## src/rtl/cmpg_pkg.sv

```systemverilog
`timescale 1ns / 1ps
// ----------------------------------------------------------------------------
// cmpg_pkg
// Shared types, codes, constants and the weight table of the cosine move
// profile generator.
// ----------------------------------------------------------------------------
package cmpg_pkg;

	// tick period in ms and table resolution
	localparam int unsigned TICK_MS        = 1;
	localparam int unsigned COS_TABLE_BITS = 10;
	localparam int unsigned TAB_N          = 1 << COS_TABLE_BITS;
	localparam int unsigned IDX_W          = COS_TABLE_BITS + 1;

	// divider step counts for the table position and the interpolation
	localparam logic [4:0] Q_STEPS = 5'(COS_TABLE_BITS);
	localparam logic [4:0] W_STEPS = 5'd30;

	localparam longint          W_ONE  = 64'sd1073741824;
	localparam longint unsigned PI_Q30 = 64'd3373259426;

	// signed 32-bit angle limits, in the width of the widest sum
	localparam logic signed [35:0] ANG_MAX = 36'sh07FFFFFFF;
	localparam logic signed [35:0] ANG_MIN = 36'shF80000000;

	// operation codes
	localparam logic [1:0] OP_START = 2'd0;
	localparam logic [1:0] OP_TICK  = 2'd1;
	localparam logic [1:0] OP_LOAD  = 2'd2;

	typedef enum logic [3:0] {
		S_IDLE, S_EXEC, S_DIVQ_GO, S_DIVQ_WAIT, S_ROM_A, S_ROM_B, S_MUL_D,
		S_DIVW_GO, S_DIVW_WAIT, S_WSUM, S_MUL_H, S_MUL_L, S_ROUND, S_FIN, S_EMIT
	} state_t;

	typedef enum logic [3:0] {
		CMD_NONE, CMD_EXEC, CMD_DIVQ_GO, CMD_ROM_A, CMD_ROM_B, CMD_MUL_D,
		CMD_DIVW_GO, CMD_WSUM, CMD_MUL_H, CMD_MUL_L, CMD_ROUND, CMD_FIN, CMD_EMIT
	} cmd_t;

	typedef struct packed {
		logic latch;
		cmd_t step;
	} ctrl_cmd_t;

	typedef struct packed {
		logic compute;
		logic div_busy;
		logic out_free;
	} dp_stat_t;

	typedef logic [30:0] wtab_t [0:TAB_N];

	// one table entry: weight 0.5*(1-cos(pi*k/N)) in Q30
	function automatic logic [30:0] wtab_entry(input int unsigned k);
		longint unsigned kk;
		longint unsigned t;
		longint unsigned t2;
		longint unsigned rp;
		longint r;
		longint v;
		logic neg;
		kk  = longint'(k);
		neg = 1'b0;
		if (2 * k > TAB_N) begin
			kk  = longint'(TAB_N - k);
			neg = 1'b1;
		end
		t  = (PI_Q30 * kk) >> COS_TABLE_BITS;
		t2 = (t * t) >> 30;
		r  = W_ONE;
		rp = (r < 0) ? 64'd0 : longint'(r);
		r  = W_ONE - longint'((t2 * rp) >> 30) / 132;
		rp = (r < 0) ? 64'd0 : longint'(r);
		r  = W_ONE - longint'((t2 * rp) >> 30) / 90;
		rp = (r < 0) ? 64'd0 : longint'(r);
		r  = W_ONE - longint'((t2 * rp) >> 30) / 56;
		rp = (r < 0) ? 64'd0 : longint'(r);
		r  = W_ONE - longint'((t2 * rp) >> 30) / 30;
		rp = (r < 0) ? 64'd0 : longint'(r);
		r  = W_ONE - longint'((t2 * rp) >> 30) / 12;
		rp = (r < 0) ? 64'd0 : longint'(r);
		r  = W_ONE - longint'((t2 * rp) >> 30) / 2;
		if (neg) begin
			r = -r;
		end
		v = W_ONE - r;
		if (v < 0) begin
			v = 0;
		end
		if (v > 2 * W_ONE) begin
			v = 2 * W_ONE;
		end
		return v[31:1];
	endfunction

	function automatic wtab_t build_wtab();
		wtab_t tab;
		for (int unsigned k = 0; k <= TAB_N; k++) begin
			tab[k] = wtab_entry(k);
		end
		return tab;
	endfunction

	localparam wtab_t WTAB = build_wtab();

	// clamp to the signed 32-bit angle range
	function automatic logic signed [31:0] sat_angle(input logic signed [35:0] v);
		logic signed [35:0] r;
		r = v;
		if (v > ANG_MAX) begin
			r = ANG_MAX;
		end else if (v < ANG_MIN) begin
			r = ANG_MIN;
		end
		return r[31:0];
	endfunction

endpackage

```

## src/rtl/cmpg_ctrl.sv

```systemverilog
`timescale 1ns / 1ps
// ----------------------------------------------------------------------------
// cmpg_ctrl
// Sequencer stepping the datapath through one transaction at a time.
// ----------------------------------------------------------------------------
module cmpg_ctrl (
	input  logic                clk,
	input  logic                arst_n,
	input  logic                s_tvalid,
	output logic                s_tready,
	input  cmpg_pkg::dp_stat_t  stat,
	output cmpg_pkg::ctrl_cmd_t cmd
);
	cmpg_pkg::state_t state_q;
	cmpg_pkg::state_t state_d;

	always_ff @(posedge clk or negedge arst_n) begin
		if (!arst_n) begin
			state_q <= cmpg_pkg::S_IDLE;
		end else begin
			state_q <= state_d;
		end
	end

	// next state and commands
	always_comb begin
		state_d   = state_q;
		s_tready  = 1'b0;
		cmd.latch = 1'b0;
		cmd.step  = cmpg_pkg::CMD_NONE;
		unique case (state_q)
			cmpg_pkg::S_IDLE: begin
				s_tready  = 1'b1;
				cmd.latch = s_tvalid;
				if (s_tvalid) begin
					state_d = cmpg_pkg::S_EXEC;
				end
			end
			cmpg_pkg::S_EXEC: begin
				cmd.step = cmpg_pkg::CMD_EXEC;
				state_d  = stat.compute ? cmpg_pkg::S_DIVQ_GO : cmpg_pkg::S_EMIT;
			end
			cmpg_pkg::S_DIVQ_GO: begin
				cmd.step = cmpg_pkg::CMD_DIVQ_GO;
				state_d  = cmpg_pkg::S_DIVQ_WAIT;
			end
			cmpg_pkg::S_DIVQ_WAIT: begin
				if (!stat.div_busy) begin
					state_d = cmpg_pkg::S_ROM_A;
				end
			end
			cmpg_pkg::S_ROM_A: begin
				cmd.step = cmpg_pkg::CMD_ROM_A;
				state_d  = cmpg_pkg::S_ROM_B;
			end
			cmpg_pkg::S_ROM_B: begin
				cmd.step = cmpg_pkg::CMD_ROM_B;
				state_d  = cmpg_pkg::S_MUL_D;
			end
			cmpg_pkg::S_MUL_D: begin
				cmd.step = cmpg_pkg::CMD_MUL_D;
				state_d  = cmpg_pkg::S_DIVW_GO;
			end
			cmpg_pkg::S_DIVW_GO: begin
				cmd.step = cmpg_pkg::CMD_DIVW_GO;
				state_d  = cmpg_pkg::S_DIVW_WAIT;
			end
			cmpg_pkg::S_DIVW_WAIT: begin
				if (!stat.div_busy) begin
					state_d = cmpg_pkg::S_WSUM;
				end
			end
			cmpg_pkg::S_WSUM: begin
				cmd.step = cmpg_pkg::CMD_WSUM;
				state_d  = cmpg_pkg::S_MUL_H;
			end
			cmpg_pkg::S_MUL_H: begin
				cmd.step = cmpg_pkg::CMD_MUL_H;
				state_d  = cmpg_pkg::S_MUL_L;
			end
			cmpg_pkg::S_MUL_L: begin
				cmd.step = cmpg_pkg::CMD_MUL_L;
				state_d  = cmpg_pkg::S_ROUND;
			end
			cmpg_pkg::S_ROUND: begin
				cmd.step = cmpg_pkg::CMD_ROUND;
				state_d  = cmpg_pkg::S_FIN;
			end
			cmpg_pkg::S_FIN: begin
				cmd.step = cmpg_pkg::CMD_FIN;
				state_d  = cmpg_pkg::S_EMIT;
			end
			cmpg_pkg::S_EMIT: begin
				if (stat.out_free) begin
					cmd.step = cmpg_pkg::CMD_EMIT;
					state_d  = cmpg_pkg::S_IDLE;
				end
			end
			default: begin
				state_d = cmpg_pkg::S_IDLE;
			end
		endcase
	end
endmodule

```

## config.mk

```make
export PLATFORM = sky130hd
export DESIGN_NAME = cmpg_ctrl
export DESIGN_NICKNAME = d
export VERILOG_FILES = /design/src/rtl/cmpg_pkg.sv /design/src/rtl/cmpg_ctrl.sv
export SDC_FILE = /design/constraint.sdc
export NUM_CORES = 1
export LEC_CHECK = 0
export BUFFER_PORTS_ARGS = -buffer_cell sky130_fd_sc_hd__buf_4
export CORE_AREA = 2 2 39 41
export CTS_CLUSTER_DIAMETER = 80
export DETAILED_ROUTE_END_ITERATION = 8
export DIE_AREA = 0 0 41 43
export HOLD_SLACK_MARGIN = 0.1
export PLACE_DENSITY_LB_ADDON = 0.25
export REMOVE_ABC_BUFFERS = 1
export SYNTH_ARGS = -nofsm -noshare
export SYNTH_HDL_FRONTEND = slang
export SYNTH_SLANG_ARGS = --single-unit
```

## constraint.sdc

```tcl
create_clock -name clk -period 1.6 [get_ports clk]
set_clock_uncertainty 0.15 [all_clocks]
set_input_delay 0.32 -clock clk [delete_from_list [all_inputs] [get_ports clk]]
set_output_delay 0.32 -clock clk [all_outputs]
set_load 0.02 [all_outputs]
```

* Yosys cells after proc, flatten, opt, wreduce, memory -nomap -nowiden
Index checks and enable logic that the tools add are counted.
Word-level totals: output and inout port bits 6, register bits after elaboration 4, bits of input ports 6
Cells by class: multiplexer cells 10, reductions and logical operators 2, equality and inequality tests 18
Operators by type and width (count):
- $pmux W4 S15 | 1
- $pmux W4 S12 | 1
- $eq A4 B4 Y1 const B | 7
- $mux W4 | 6
- $eq A4 B3 Y1 const B | 4
- $eq A4 B2 Y1 const B | 2
- $ne A2 B2 Y1 const B | 4
- $eq A4 B1 Y1 const B | 1
- $logic_not A4 Y1 | 1
- $reduce_and A4 Y1 | 1
- $mux W1 | 2

* Depth between registers and ports, before layout
depth after elaboration 3, gate-level depth with buffers 5, gate-level depth less buffers 4

* Worst setup path before layout
OpenSTA, ideal clock, no wires.
path kind reg-to-output, start point reg state_q[1], end point out cmd[4] (netlist bit), slack -0.600 ns, data arrival time 1.730 ns, cell stages (with the launch flop) 4, path buffers 1, cell sequence dfrtp_1 -> clkbuf_1 -> nor4_1 -> and2_1
RTL lines:
- from (decl) | line cmpg_ctrl.sv:14 | cmpg_pkg::state_t state_q;
- from (signal assigned) | line cmpg_ctrl.sv:19 | state_q <= cmpg_pkg::S_IDLE;
- from (signal assigned) | line cmpg_ctrl.sv:21 | state_q <= state_d;
- to (decl) | line cmpg_ctrl.sv:12 | output cmpg_pkg::ctrl_cmd_t cmd

==> reports/metrics.yaml <==
status: "complete, but fails checks"
violations: "setup timing"
overflow: 0
ys_warn_count: 0
whs_ns: 0.276
grt_max_degree: 10
p_leak_nw: 0.312
fin_cells: 96
maxCapViolations: 0
largest_register_ffs: 4
regMostFlops: "state_q"
layout_common_cells: "buf_4, nand2_1, a21oi_1, buf_6"
htree_levels: 1
startpoint_type: "flop"
portBuffers: 11
period_minus_slack_ns: 1.81
die_w_um: 41
cts_made_buffers: 3
rsz0062_at_grt: "yes"
antenna_found_initial: 0
cts.sinks: 4
synthCells: 52
rows: 14
routed_wl_um: 1110
hpwl_um: 761
dieArea_um2: 1760
num_io_pins: 12
ys_seq_area_frac: 0.255
postSynthRegisterBits: 4
drc_errors: 0
routedWlPerCell_um: 11.6
grt_pass1_vias: 464
dr.first_iter.drc_count: 1
initial_core_util: 0.284
final_common_cell: "buf_4"
place_congestion: 0.779
crit_fanout: 6
vias_per_cell: 4.91
crit_path_end_kind: "output pin"
slew_viol_final: 0
setup-violations-final: 9
cp_num_buf_inv: 1
cts-root-buf: "clkbuf_4"
cp_slowest_cell: "dfrtp_2"
n_antenna_cell: 0
avgSynthCellArea_um2: 7.56
slew_headroom: 0.832
cts_tree: "done"
critPathRequiredTime_ns: 1.13
path_clk_slew_ns: 0.04
cts_buffer_depth: 2
path_class: "flop to output pin"
grt_use_total: 0.160
syn_area_um2: 393
crit_arrival_ns: 1.34
final_hold_viol_count: 0
coreArea_um2: 1380
largestRegisters: "state_q (4)"
nets: 88
slowest_delay_ns: 0.45
ff2ff_setup_slack_ns: -0.16
insertion_delay_ns: 0.23
drive_gt1_frac: 0.525
via_count: 471
area_growth_pct: 73.6
setup_ws_ns: -0.209
fin_crit_sh: 1.13
hold_path.class: "input pin to async pin"
cpLargestDelayFamily: "flip-flops"
power_density_nw_per_um2: 2410
fmax_ghz: 0.553
dr.pass1.iters: 2
ir_worst_vdd_mv: 0.881
grt_pass1_wl_um: 1970
ant_nets: 0
dp.cells: 87
worst_slew_pin_slew_ns: 0.250
die_h_um: 43
synth_cell_types: 29
path_cells: "or2_4 -> o21bai_1 -> a21o_1 -> buf_6"
[cell usage after synthesis (all sizes together)]
library cell | number | share of area
o2bb2ai | 1 | 0.022
a31oi | 3 | 0.048
dfrtp | 4 | 0.25
nor2b | 1 | 0.016
a2bb2oi | 1 | 0.022
nand2 | 4 | 0.038
inv | 2 | 0.019
nand3 | 1 | 0.013
nand4b | 1 | 0.022
nor4 | 1 | 0.016
o21ai | 5 | 0.064
nand3b | 2 | 0.038
mux2i | 1 | 0.025
and2 | 1 | 0.016
a22o | 1 | 0.022
clkbuf | 4 | 0.038
or2 | 1 | 0.016
or4 | 1 | 0.029
a21oi | 7 | 0.11
and2b | 1 | 0.019
nor2 | 2 | 0.019
maj3 | 1 | 0.025
a21o | 1 | 0.019
o31ai | 1 | 0.019
a22oi | 1 | 0.019
o21bai | 1 | 0.019
nand2b | 2 | 0.032
[worst reg2reg max path, cell delays in order, from the launching register on]
cell	delay (ns)
dfrtp_2	0.46
buf_4	0.16
or4_4	0.54
a21oi_4	0.15
a21oi_2	0.06
mux2i_1	0.12
[area by class of cell]
cell class	instances	area [µm²]
well taps	16	20.0
multi-input cells	42	293
repair buffers	29	235
clock buffers	3	22.5
inverters	2	7.51
fillers	140	702
flip-flops and latches	4	104
[layer usage]
layer / global-route usage / wire length, µm / vias to the layer above
li1: - / - / 249
met1: 0.230 / 537 / 216
met2: 0.238 / 540 / 6
met3: 0.0471 / 31 / 0
met4: 0.0200 / 0 / 0
met5: 0 / 0 / -
[metrics by stage]
| step | cell area (µm²) | utilization | TNS [ns] | power [W] | worst slack, ns |
|---|---|---|---|---|---|
| after CTS | 668 | 0.483 | -1.39 | 0.00162 | -0.213 |
| final | 682 | 0.493 | -1.50 | 0.00164 | -0.209 |
| after global placement | 571 | 0.412 | -0.286 | 0.00133 | -0.0689 |
| after global routing | 682 | 0.493 | -2.15 | 0.00180 | -0.293 |
| after floorplan | 378 | - | -1.17 | 0.000846 | -0.518 |
| after detailed placement | 571 | 0.412 | -0.238 | 0.00132 | -0.0581 |
[worst paths after layout]
kind / to / depth (start not counted) / start
worst max-delay path: cmd[2] / 4 / state_q[2]$_DFFE_PN0P_
max in group asynchronous: state_q[3]$_DFFE_PN0P_ / 2 / arst_n
worst min-delay path: state_q[1]$_DFFE_PN0P_ / 2 / arst_n
min in group clk: state_q[1]$_DFFE_PN0P_ / 4 / stat[0]
worst max register to register: state_q[3]$_DFFE_PN0P_ / 5 / state_q[1]$_DFFE_PN0P_
worst min register to register: state_q[1]$_DFFE_PN0P_ / 2 / state_q[0]$_DFFE_PN0P_
[power by group]
part | switching [W] | internal [W] | leakage, nW | total (W)
Clock | 0.0000337 | 0.0000834 | 0.0138 | 0.000117
Sequential | 0.000105 | 0.000164 | 0.0443 | 0.000270
Combinational | 0.000583 | 0.000675 | 0.254 | 0.00126
Total | 0.000722 | 0.000922 | 0.312 | 0.00164
[logic make-up after synthesis]
group,share of synthesized area
AO/OA/AOI/OAI,0.363
adder cells (fa/ha/maj),0.0255
buffers and inverters,0.0573
flip-flops,0.255
multiplexers,0.0255
AND/OR/NAND/NOR,0.274
[timing repair]
item	CTS	global route
buffers inserted	4	1
endpoints found under the setup margin	8	9
pin swaps	5	0
resized for setup	13	2
endpoints found under the hold margin	4	0
hold buffers	1	0
gates cloned	0	0
Note: power is estimated with default switching activity, not from simulation.
